--- src/hdl/bmpc_pkg.sv ---
`timescale 1ns / 1ps
`default_nettype none

package bmpc_pkg;

	localparam int PAL_ENTRIES = 256;
	localparam int PAL_AW      = (PAL_ENTRIES > 1) ? $clog2(PAL_ENTRIES) : 1;
	localparam int COLOR_W     = 15;
	localparam int MODE_W      = 4;
	localparam int CFG_AW      = 3;
	localparam int CFG_DW      = 32;

	localparam logic [MODE_W-1:0] MODE_DIRECT  = 4'd3;
	localparam logic [MODE_W-1:0] MODE_PALETTE = 4'd4;

	localparam logic KIND_PAL_WRITE = 1'b0;
	localparam logic KIND_PIXEL     = 1'b1;

	localparam logic [31:0] RED_MASK_RST   = 32'h0000_f800;
	localparam logic [31:0] GREEN_MASK_RST = 32'h0000_07e0;
	localparam logic [31:0] BLUE_MASK_RST  = 32'h0000_001f;

	typedef enum logic [CFG_AW-1:0] {
		REG_SCREEN_MODE = 3'd0,
		REG_BG2_ENABLE  = 3'd1,
		REG_DEPTH_IS_32 = 3'd2,
		REG_RED_MASK    = 3'd3,
		REG_GREEN_MASK  = 3'd4,
		REG_BLUE_MASK   = 3'd5
	} cfg_reg_t;

	// Red and green: mask moved down into the low byte, field moved up again.
	typedef struct packed {
		logic [4:0] sh;
		logic [7:0] m;
	} chan_up_t;

	// Blue: mask moved up until bit 7 is set, field moved down again.
	typedef struct packed {
		logic       ok;
		logic [2:0] sh;
		logic [7:0] m;
	} chan_dn_t;

	typedef struct packed {
		logic     depth_is_32;
		chan_up_t red;
		chan_up_t green;
		chan_dn_t blue;
	} pack_cfg_t;

	typedef struct packed {
		logic               en;
		logic [PAL_AW-1:0]  addr;
		logic [COLOR_W-1:0] data;
	} pal_wr_t;

	function automatic logic [7:0] widen5(input logic [4:0] c);
		return {c, c[4:2]};
	endfunction

	function automatic chan_up_t make_up(input logic [31:0] mask);
		chan_up_t   r;
		logic [4:0] top;
		logic [31:0] moved;
		top = 5'd0;
		for (int i = 0; i < 32; i++) begin
			if (mask[i]) begin
				top = 5'(i);
			end
		end
		if (mask[31:8] == 24'd0) begin
			r.sh = 5'd0;
		end else begin
			r.sh = top - 5'd7;
		end
		moved = mask >> r.sh;
		r.m = moved[7:0];
		return r;
	endfunction

	function automatic chan_dn_t make_dn(input logic [31:0] mask);
		chan_dn_t   r;
		logic [2:0] top;
		logic [7:0] moved;
		top = 3'd0;
		for (int i = 0; i < 8; i++) begin
			if (mask[i]) begin
				top = 3'(i);
			end
		end
		r.ok = |mask[7:0];
		r.sh = 3'd7 - top;
		moved = mask[7:0] << r.sh;
		r.m = moved;
		return r;
	endfunction

endpackage

`default_nettype wire

--- src/hdl/bmpc_palette.sv ---
`timescale 1ns / 1ps
`default_nettype none

module bmpc_palette (
	input  wire logic                            clk,
	input  wire logic                            arst_n,
	input  wire bmpc_pkg::pal_wr_t               wr,
	input  wire logic                            rd_en,
	input  wire logic [bmpc_pkg::PAL_AW-1:0]     rd_addr,
	output logic      [bmpc_pkg::COLOR_W-1:0]    rd_data
);

	logic [bmpc_pkg::COLOR_W-1:0] mem [bmpc_pkg::PAL_ENTRIES];
	logic [bmpc_pkg::PAL_ENTRIES-1:0] written_q;
	logic [bmpc_pkg::COLOR_W-1:0] rd_q;
	logic rd_valid_q;

	// Entries never written since reset read as zero.
	always_ff @(posedge clk or negedge arst_n) begin
		if (!arst_n) begin
			written_q  <= '0;
			rd_valid_q <= 1'b0;
		end else begin
			if (wr.en) begin
				written_q[wr.addr] <= 1'b1;
			end
			if (rd_en) begin
				rd_valid_q <= written_q[rd_addr];
			end
		end
	end

	always_ff @(posedge clk) begin
		if (wr.en) begin
			mem[wr.addr] <= wr.data;
		end
		if (rd_en) begin
			rd_q <= mem[rd_addr];
		end
	end

	assign rd_data = rd_valid_q ? rd_q : '0;

endmodule

`default_nettype wire

--- src/hdl/bmpc_pack.sv ---
`timescale 1ns / 1ps
`default_nettype none

module bmpc_pack (
	input  wire logic [bmpc_pkg::COLOR_W-1:0] color,
	input  wire bmpc_pkg::pack_cfg_t          cfg,
	output logic      [31:0]                  pixel
);

	logic [7:0]  r8;
	logic [7:0]  g8;
	logic [7:0]  b8;
	logic [31:0] r_part;
	logic [31:0] g_part;
	logic [7:0]  b_part;
	logic [15:0] sum16;

	always_comb begin
		r8 = bmpc_pkg::widen5(color[4:0]);
		g8 = bmpc_pkg::widen5(color[9:5]);
		b8 = bmpc_pkg::widen5(color[14:10]);
		r_part = {24'd0, r8 & cfg.red.m} << cfg.red.sh;
		g_part = {24'd0, g8 & cfg.green.m} << cfg.green.sh;
		b_part = cfg.blue.ok ? ((b8 & cfg.blue.m) >> cfg.blue.sh) : 8'd0;
		sum16 = r_part[15:0] + g_part[15:0] + {8'd0, b_part};
		if (cfg.depth_is_32) begin
			pixel = {8'd0, r8, g8, b8};
		end else begin
			pixel = {16'd0, sum16};
		end
	end

endmodule

`default_nettype wire

--- src/hdl/bitmap_mode_pixel_converter.sv ---
// Bitmap-mode pixel converter.
// Input channel (in_valid/in_ready): each transaction is either a palette write
// (kind 0: entry_index, entry_color) or a pixel (kind 1: pixel_word). Output
// channel (out_valid/out_ready) carries one pixel_out per pixel that is shown,
// that is background 2 enabled and screen mode 3 (direct) or 4 (paletted).
// Palette writes and pixels in other modes produce no output transaction.
// Configuration is a plain write port (cfg_we, cfg_index, cfg_wdata). The user
// must see that it is written only while no transaction is in flight; the
// block itself does not enforce this. From input acceptance to pixel_out
// valid, a transaction passes the input stage, where the palette memory read
// is registered, then the conversion stage, which ends in the output register.
// Throughput is one transaction per cycle while the receiver does not stall.
// When the receiver stalls, the output register holds its pixel and the input
// stage fills; in_ready then drops until out_ready returns.
// Reset clears both stages, loads the register reset values and marks every
// palette entry as unwritten, so it reads as zero; there is no clearing pass.
`timescale 1ns / 1ps
`default_nettype none

module bitmap_mode_pixel_converter (
	input  wire logic                          clk,
	input  wire logic                          arst_n,
	input  wire logic                          cfg_we,
	input  wire logic [bmpc_pkg::CFG_AW-1:0]   cfg_index,
	input  wire logic [bmpc_pkg::CFG_DW-1:0]   cfg_wdata,
	input  wire logic                          in_valid,
	output logic                               in_ready,
	input  wire logic                          kind,
	input  wire logic [7:0]                    entry_index,
	input  wire logic [15:0]                   entry_color,
	input  wire logic [15:0]                   pixel_word,
	output logic                               out_valid,
	input  wire logic                          out_ready,
	output logic      [31:0]                   pixel_out
);

	logic [bmpc_pkg::MODE_W-1:0] mode_q;
	logic bg2_q;
	bmpc_pkg::pack_cfg_t pack_cfg_q;

	logic valid_s1;
	logic kind_s1;
	logic in_range_s1;
	logic [bmpc_pkg::COLOR_W-1:0] word_s1;

	logic out_valid_q;
	logic [31:0] pixel_q;

	logic accept;
	logic advance;
	logic wr_in_range;
	logic rd_in_range;
	logic emit_s1;
	bmpc_pkg::pal_wr_t pal_wr;
	logic [bmpc_pkg::COLOR_W-1:0] pal_data;
	logic [bmpc_pkg::COLOR_W-1:0] color_s1;
	logic [31:0] packed_pixel;

	always_ff @(posedge clk or negedge arst_n) begin
		if (!arst_n) begin
			mode_q                 <= '0;
			bg2_q                  <= 1'b0;
			pack_cfg_q.depth_is_32 <= 1'b0;
			pack_cfg_q.red         <= bmpc_pkg::make_up(bmpc_pkg::RED_MASK_RST);
			pack_cfg_q.green       <= bmpc_pkg::make_up(bmpc_pkg::GREEN_MASK_RST);
			pack_cfg_q.blue        <= bmpc_pkg::make_dn(bmpc_pkg::BLUE_MASK_RST);
		end else if (cfg_we) begin
			unique case (cfg_index)
				bmpc_pkg::REG_SCREEN_MODE: mode_q <= cfg_wdata[bmpc_pkg::MODE_W-1:0];
				bmpc_pkg::REG_BG2_ENABLE:  bg2_q <= cfg_wdata[0];
				bmpc_pkg::REG_DEPTH_IS_32: pack_cfg_q.depth_is_32 <= cfg_wdata[0];
				bmpc_pkg::REG_RED_MASK:    pack_cfg_q.red <= bmpc_pkg::make_up(cfg_wdata);
				bmpc_pkg::REG_GREEN_MASK:  pack_cfg_q.green <= bmpc_pkg::make_up(cfg_wdata);
				bmpc_pkg::REG_BLUE_MASK:   pack_cfg_q.blue <= bmpc_pkg::make_dn(cfg_wdata);
				default: ;
			endcase
		end
	end

	assign advance  = !out_valid_q || out_ready;
	assign in_ready = !valid_s1 || advance;
	assign accept   = in_valid && in_ready;

	assign wr_in_range = {24'd0, entry_index} < 32'(bmpc_pkg::PAL_ENTRIES);
	assign rd_in_range = {24'd0, pixel_word[7:0]} < 32'(bmpc_pkg::PAL_ENTRIES);

	always_comb begin
		pal_wr.en   = accept && (kind == bmpc_pkg::KIND_PAL_WRITE) && wr_in_range;
		pal_wr.addr = entry_index[bmpc_pkg::PAL_AW-1:0];
		pal_wr.data = entry_color[bmpc_pkg::COLOR_W-1:0];
	end

	bmpc_palette u_palette (
		.clk     (clk),
		.arst_n  (arst_n),
		.wr      (pal_wr),
		.rd_en   (accept && (kind == bmpc_pkg::KIND_PIXEL)),
		.rd_addr (pixel_word[bmpc_pkg::PAL_AW-1:0]),
		.rd_data (pal_data)
	);

	always_ff @(posedge clk or negedge arst_n) begin
		if (!arst_n) begin
			valid_s1 <= 1'b0;
		end else if (in_ready) begin
			valid_s1 <= in_valid;
		end
	end

	always_ff @(posedge clk) begin
		if (accept) begin
			kind_s1     <= kind;
			in_range_s1 <= rd_in_range;
			word_s1     <= pixel_word[bmpc_pkg::COLOR_W-1:0];
		end
	end

	always_comb begin
		emit_s1 = valid_s1 && (kind_s1 == bmpc_pkg::KIND_PIXEL) && bg2_q &&
			((mode_q == bmpc_pkg::MODE_DIRECT) || (mode_q == bmpc_pkg::MODE_PALETTE));
		if (mode_q == bmpc_pkg::MODE_DIRECT) begin
			color_s1 = word_s1;
		end else if (in_range_s1) begin
			color_s1 = pal_data;
		end else begin
			color_s1 = '0;
		end
	end

	bmpc_pack u_pack (
		.color (color_s1),
		.cfg   (pack_cfg_q),
		.pixel (packed_pixel)
	);

	always_ff @(posedge clk or negedge arst_n) begin
		if (!arst_n) begin
			out_valid_q <= 1'b0;
		end else if (advance) begin
			out_valid_q <= emit_s1;
		end
	end

	always_ff @(posedge clk) begin
		if (advance && emit_s1) begin
			pixel_q <= packed_pixel;
		end
	end

	assign out_valid = out_valid_q;
	assign pixel_out = pixel_q;

	// An accepted transaction always lands in the input stage.
	a_accept_loads_s1: assert property (@(posedge clk) disable iff (!arst_n)
		accept |=> valid_s1)
		else $error("accepted transaction did not reach the input stage");

	// Backpressure only comes from a full input stage behind a stalled output.
	a_stall_cause: assert property (@(posedge clk) disable iff (!arst_n)
		!in_ready |-> (valid_s1 && out_valid_q && !out_ready))
		else $error("input stalled without a stalled output");

	// A pixel to be shown reaches the output register when it is free.
	a_emit_reaches_out: assert property (@(posedge clk) disable iff (!arst_n)
		(emit_s1 && advance) |=> out_valid_q)
		else $error("shown pixel was lost between stages");

	// Palette writes never produce an output transaction.
	a_write_silent: assert property (@(posedge clk) disable iff (!arst_n)
		(valid_s1 && (kind_s1 == bmpc_pkg::KIND_PAL_WRITE) && advance) |=> !out_valid_q)
		else $error("palette write produced an output transaction");

endmodule

`default_nettype wire
--- config.mk ---
export PLATFORM = sky130hd
export DESIGN_NAME = bitmap_mode_pixel_converter
export DESIGN_NICKNAME = d
export VERILOG_FILES = /design/src/hdl/bmpc_pkg.sv /design/src/hdl/bmpc_palette.sv /design/src/hdl/bmpc_pack.sv /design/src/hdl/bitmap_mode_pixel_converter.sv
export SDC_FILE = /design/constraint.sdc
export NUM_CORES = 2
export LEC_CHECK = 0
export BUFFER_PORTS_ARGS = -buffer_cell sky130_fd_sc_hd__buf_4
export CORE_UTILIZATION = 63
export CTS_CLUSTER_DIAMETER = 80
export DETAILED_ROUTE_END_ITERATION = 12
export PLACE_DENSITY = 0.79
export SLEW_MARGIN = 5
export SYNTH_ARGS = -nofsm -noshare
export SYNTH_HDL_FRONTEND = slang
export SYNTH_SLANG_ARGS = --single-unit
export TNS_END_PERCENT = 10
--- constraint.sdc ---
create_clock -name clk -period 5.6 [get_ports clk]
set_input_delay 0.56 -clock clk [delete_from_list [all_inputs] [get_ports clk]]
set_output_delay 0.56 -clock clk [all_outputs]
set_load 0.01 [all_outputs]
Word level (Yosys, flattened, before mapping)

Memory sizes are Yosys's and may differ from the RTL's. A register that Yosys moved wholly into a read port is not among the register bits.
Index checks and enable logic that the tools add are counted.

Add/sub/neg operators: 5
$lt $le $gt $ge: 3
Eq/ne operators: 7
Shift-type cells: 6
Mux-type cells: 60
Bitwise logic cells: 5
Reductions and logical operators: 22

Operator list:

| cell                  | number |
|---|---|
| $or A256 B256 Y256    | 1 |
| $mux W5               | 40 |
| $shr A32 B5 Y8        | 2 |
| $shl A8 B5 Y16        | 2 |
| $mux W15              | 2 |
| $and A8 B8 Y8         | 3 |
| $logic_not A24 Y1     | 1 |
| $mux W3               | 8 |
| $lt A8 B9 Y1 const B  | 2 |
| $add A16 B16 Y16      | 1 |
| $add A16 B8 Y16       | 1 |
| $mux W16              | 1 |
| $reduce_and A2 Y1     | 6 |
| $sub A5 B3 Y5 const B | 2 |
| $bmux W1 S8           | 1 |
| $demux W1 S8          | 1 |
| $ge A8 B1 Y1 const B  | 1 |
| $logic_and A1 B1 Y1   | 8 |
| $mux W8               | 1 |
| $reduce_or A8 Y1      | 1 |
| $shl A8 B3 Y8         | 1 |
| $shr A8 B3 Y8         | 1 |
| $eq A3 B2 Y1 const B  | 2 |
| $eq A3 B3 Y1 const B  | 2 |
| 9 further kinds       | 17 |

Register bits after elaboration: 351
Memory bits (writable): 3,840
Input bits: 81
Output and inout bits: 34
Logic and storage cells: 127
Memories: 1

Memory list:

| name          | words | width | rd ports | clocked after memory_dff | wr ports | RTL line           | source |
|---|---|---|---|---|---|---|---|
| u_palette.mem | 256   | 15    | 1        | 1                        | 1        | bmpc_palette.sv:13 | `logic [bmpc_pkg::COLOR_W-1:0] mem [bmpc_pkg::PAL_ENTRIES];` |

Logic depth before layout (Yosys ltp)

Word-level depth: 38
Gate-level depth with buffers: 27
Gate-level depth less buffers: 24

By module

A second synthesis with hierarchy kept.

Cell total of the unflattened synthesis: 7,919
Area, all modules: 164,416.4 um^2

By module, submodules not included:

| module                      | times used | cells an instance | area each (um^2) | seq. area each (um^2) |
|---|---|---|---|---|
| bmpc_palette                | 1          | 6,947             | 156,054.7        | 122,192.2 |
| bitmap_mode_pixel_converter | 1          | 590               | 5,941.9          | 2,620.0 |
| bmpc_pack                   | 1          | 382               | 2,419.8          | 0.0 |

Worst setup path after synthesis

No wires, ideal clock.

Path type: reg2reg
Start: reg mode_q[3] (netlist name)
End: reg pixel_q[15], in the netlist pixel_out[15], data pin
Setup time: 0.269 ns
Arrival time: 4.796 ns
Required time: 5.331 ns
Setup slack: 0.535 ns
Stages on the path, launching flop included: 27
Buffers on the path: 3
Period minus slack after synthesis: 5.065 ns
Cell sequence: dfrtp_1 -> nor4bb_1 -> clkbuf_1 -> buf_2 -> clkbuf_1 -> nand2_1 -> o21ai_0 -> nand2_1 -> o21ai_0 -> mux2_2 -> mux2_2 -> nand2_1 -> fa_1 -> inv_1 -> ha_1 -> inv_1 -> fa_1 -> nor2b_1 -> o21a_1 -> o21a_1 -> o41a_1 -> a41oi_1 -> a21oi_1 -> a21o_1 -> a21oi_1 -> xnor2_1 -> o21ai_0

Longest elaborated chain between the ends: 7
Elaborated cells on any way between the ends: 12
Classes of those cells: add/sub (2); eq/ne (1); shift (3); mux (3); bitwise (3)

RTL lines:

| element                                            | RTL line                                          | source |
|---|---|---|
| start: declaration                                 | bitmap_mode_pixel_converter.sv:37                 | `logic [bmpc_pkg::MODE_W-1:0] mode_q;` |
| start signal: assignment                           | bitmap_mode_pixel_converter.sv:69                 | `bmpc_pkg::REG_SCREEN_MODE: mode_q <= cfg_wdata[bmpc_pkg::MODE_W-1:0];` |
| $eq A4 B2 Y1 (*)                                   | bitmap_mode_pixel_converter.sv:121                | `if (mode_q == bmpc_pkg::MODE_DIRECT) begin` |
| $mux W15 (*)                                       | bitmap_mode_pixel_converter.sv:121                |  |
| $and A8 B8 Y8, on equally long branches            | bmpc_pack.sv:22, bmpc_pack.sv:23, bmpc_pack.sv:24 |  |
| $shl A8 B5 Y16, or another cell as far along       | bmpc_pack.sv:22                                   | `r_part = {24'd0, r8 & cfg.red.m} << cfg.red.sh;` |
| $add A16 B16 Y16 / $mux W8 (equally long branches) | bmpc_pack.sv:25, bmpc_pack.sv:24                  |  |
| $add A16 B8 Y16                                    | bmpc_pack.sv:25                                   | `sum16 = r_part[15:0] + g_part[15:0] + {8'd0, b_part};` |
| $mux W16 (*)                                       | bmpc_pack.sv:26                                   | `if (cfg.depth_is_32) begin` |
| net packed_pixel[15]                               | bitmap_mode_pixel_converter.sv:57                 | `logic [31:0] packed_pixel;` |
| end signal: assignment                             | bitmap_mode_pixel_converter.sv:146                | `pixel_q <= packed_pixel;` |
| end: declaration                                   | bitmap_mode_pixel_converter.sv:47                 | `logic [31:0] pixel_q;` |

Mark *: on every way through the listed nets, which the timed path passes. The rest lies on a longest branch.
A chain may end at the register's enable or synchronous reset.

Worst setup path after layout

Same ends and word-level chain as after synthesis.

==> out/results.ini <==
[status]
status=finished, final reports clean

[cts]
cts-root-buf=clkbuf_16
cts_num_sinks=4195
cts_buffers=403
clk_latency_ns=0.97
cts.htree.levels=5
path_clk_slew_ns=0.07
post_cts_buffers=0
clockBufferDepth=4
cts_tree=built

[placed_design]
dp_cells=10851
portBuffers=104
dp_hpwl_um=238000
dpl_worst_slack_ns=0.224
gp_congestion=0.891

[cells_and_area]
area_delta_synth_final_pct=12.9
fill_cells=13289
regArea_mm2=0.124
multi_input_area_mm2=0.0383
stdcell_count=11643
drive_gt1_share_pct=34.3
fin_nets=7986

[synthesis]
synth_top_flop_cell=edfxtp_1
synth_area_leaders=edfxtp_1 (71%), mux4_2 (19%), dfrtp_1 (4.3%)
yosysUniqueCellTypes=72
ys.warnings.count=0
ys_ff_latch=4195
syn_inst=7331
synth.most_common_cell=edfxtp_1
synth_commonest_cells=edfxtp_1 (3892), mux4_2 (1365), nor2_1 (352), dfrtp_1 (281), or2_2 (259)
synth_area_mm2=0.165
avgSynthCellArea_um2=22.4
synth_top_area_cell=edfxtp_1
synth_seq_area_share_pct=75.6
synth_top_area_share_pct=71.0
synth_enable_flop_cells=3892
async_reset_ff_share_pct=7.22

[critical_path]
crit_start=mode_q[3]$_DFFE_PN0P_
cpPeakStageDelay_ns=0.55
arrival_ns=6.04
crit_chain=nor4bb_4 > buf_12 > mux2i_4 > nand2_1 > mux4_2 > nand2b_1 > fa_1 > inv_1 > ha_1 > nor2b_1 > o21a_1 > o21a_1 > o41a_1 > a41oi_1 > a21oi_1 > a21o_1 > a21oi_1 > xnor2_1 > o21ai_0
start_kind=flip-flop
critPathSlowestCell=mux4_2
worstPathRequired_ns=6.27
cp-end-kind=flip-flop
reg2reg_slack_ns=0.24
cp_max_fo=27
crit_path_end=pixel_out[15]$_DFFE_PP_
reg2reg_from=mode_q[3]$_DFFE_PN0P_
critPathKind=flip-flop to flip-flop
r2r_end=pixel_out[15]$_DFFE_PP_
ff2ff_path_depth=19

[detailed_routing]
dr.pass1.iters=6
wire_per_inst_um=40.0
drt_wl_total_um=466000
detail_route.iter0.violations=13816
post_drt_via_cell_ratio=7.40
post-route-drc-count=0
antenna_left=0
vias=86104

[pwr]
leakagePower_nw=61.2
p_total_mw=67.3
clkPwrFrac_pct=42.5
power.internal_mw=52.2
swShare_pct=22.4
power_density_mw_per_mm2=362
p_comb_share_pct=6.0
netSwitchingPower_mw=15.1
irDropWorstVdd_uv=277
pwr-share-seq_pct=51.5

[timing]
finalCriticalPeriod_ns=5.36
hold_viol_final=0
finalCritPeriodShare_pct=95.8
grt_setup_unrepaired=no
worst_pin_slew_ns=1.34
finalSetupViolations=0
slew_violations=0
relSlewSlack_pct=10.5
setup_tns_ns=0
whs_ns=0.0528
fmax_ghz=0.186
finalClockSkew_ns=0.0506
setup_ws_ns=0.236

[grt]
grt_pass1_vias=86639
grt_max_degree=209
antenna_found_initial=47
grt_pass1_wl_um=659000
grt_use_total_pct=35.8
grt_overflow=0

[floorplanning]
coreArea_mm2=0.260
rows=187
initial_core_util_pct=63.4
ios=115
die_x_um=513
die-area_mm2=0.263
die_y_um=513

[run]
max_cap_violations=0

[min_path]
hp-class=primary input to flip-flop

## logic make-up (layout without fill, tap and decap cells)
family | Yosys count | after routing | share of synthesized area, %
flops | 4195 | 4195 | 75.6
mux | 1435 | 1435 | 19.1
simple gates | 940 | 940 | 2.74
buf+inv | 453 | 1333 | 1.15
compound gates | 262 | 262 | 0.993
fa+ha+maj | 31 | 31 | 0.277
xor+xnor | 14 | 14 | 0.0745
other cells | 1 | 31 | 0.00228
## worst max-delay path: cells and delay by family, from the launching register on
family | cells | cell delay (ns)
compound gates | 8 | 1.68
simple gates | 4 | 0.87
mux | 2 | 0.84
fa+ha+maj | 2 | 0.84
flops | 1 | 0.41
buf+inv | 2 | 0.26
xor+xnor | 1 | 0.14
## power by group through the flow
stage / registers, mW / clock network [mW] / logic, mW
after floorplan: 35.2 / 0 / 2.17
after global placement: 35.3 / 0 / 3.68
after detailed placement: 35.3 / 0 / 3.78
after CTS: 34.7 / 28.7 / 3.93
after global routing: 34.7 / 29.7 / 4.12
final: 34.7 / 28.6 / 4.01
## sequential cells by signal, summed over array words and instances (netlist names)
register,count
pixel_out,21
u_palette.rd_q,15
u_palette.rd_valid_q,1
valid_s1,1
pack_cfg_q,39
out_valid,1
kind_s1,1
u_palette.mem,3840
word_s1,15
mode_q,4
bg2_q,1
u_palette.written_q,256
## what timing repair did
item                                    CTS  global route
resized for setup                         0             3
endpoints found under the setup margin    0             1
hold buffers                             20             0
endpoints found under the hold margin    71             0
## layer usage
| metal | share of wire, % | global-route usage [%] | up-vias |
|---|---|---|---|
| met1 | 33 | 47.4 | 45026 |
| met2 | 48 | 56.2 | 7856 |
| met3 | 12 | 8.88 | 1393 |
| met5 | 0.061 | 0 | - |
| met4 | 5.9 | 18.6 | 42 |
| li1 | - | - | 31787 |
## through the flow
step,instance area (um^2),util [%]
floorplan,165000,-
global placement,172000,66.2
detailed placement,172000,66.2
CTS,186000,71.5
global route,186000,71.5
finish,186000,71.6
## worst min path at each step
stage	slack, ns	depth (start not counted)	endpoint	startpoint
2_1_floorplan	0.26	0	bg2_q$_DFFE_PN0P_	arst_n
3_3_place_gp	0.44	1	u_palette.written_q[190]$_DFFE_PN0P_	u_palette.written_q[190]$_DFFE_PN0P_
3_5_place_dp	0.45	1	u_palette.written_q[138]$_DFFE_PN0P_	u_palette.written_q[138]$_DFFE_PN0P_
4_1_cts	0.02	3	pack_cfg_q[38]$_DFFE_PN0P_	cfg_index[0]
5_1_grt	0.08	3	pack_cfg_q[38]$_DFFE_PN0P_	cfg_index[0]
6_report	0.05	3	pack_cfg_q[38]$_DFFE_PN0P_	cfg_index[0]
## cell type report
type	instances	area share [%]
flip-flops and latches	4195	67.0
multi-input cells	2690	20.6
clock buffers	507	5.82
repair buffers	547	2.65
well taps	3402	2.29
clock inverters	242	1.54
inverters	37	0.0747
diodes	23	0.0310
## cell usage in the layout, fill, tap and decap left out, types with 13 or more instances in the layout
cell type,synthesis,routed
mux4_2,1365,1365
buf_12,0,50
nor3_1,18,18
dfrtp_1,281,281
clkinvlp_4,0,18
o21ai_0,99,98
dlygate4sd3_1,0,20
nand3_1,36,33
mux2_2,19,19
bufinv_16,0,53
clkbuf_16,0,409
edfxtp_1,3892,3892
mux2i_1,51,50
ha_1,22,22
or2_2,259,259
inv_1,34,34
o211ai_1,13,13
clkinv_2,0,73
a21oi_1,53,53
clkbuf_8,0,36
buf_4,12,457
nand2_1,184,184
nor2_1,352,344
clkinv_1,2,69
dfstp_2,22,22
diode_2,0,23
clkbuf_1,250,77
nor2b_1,20,20
(Power assumes the default switching activity.)
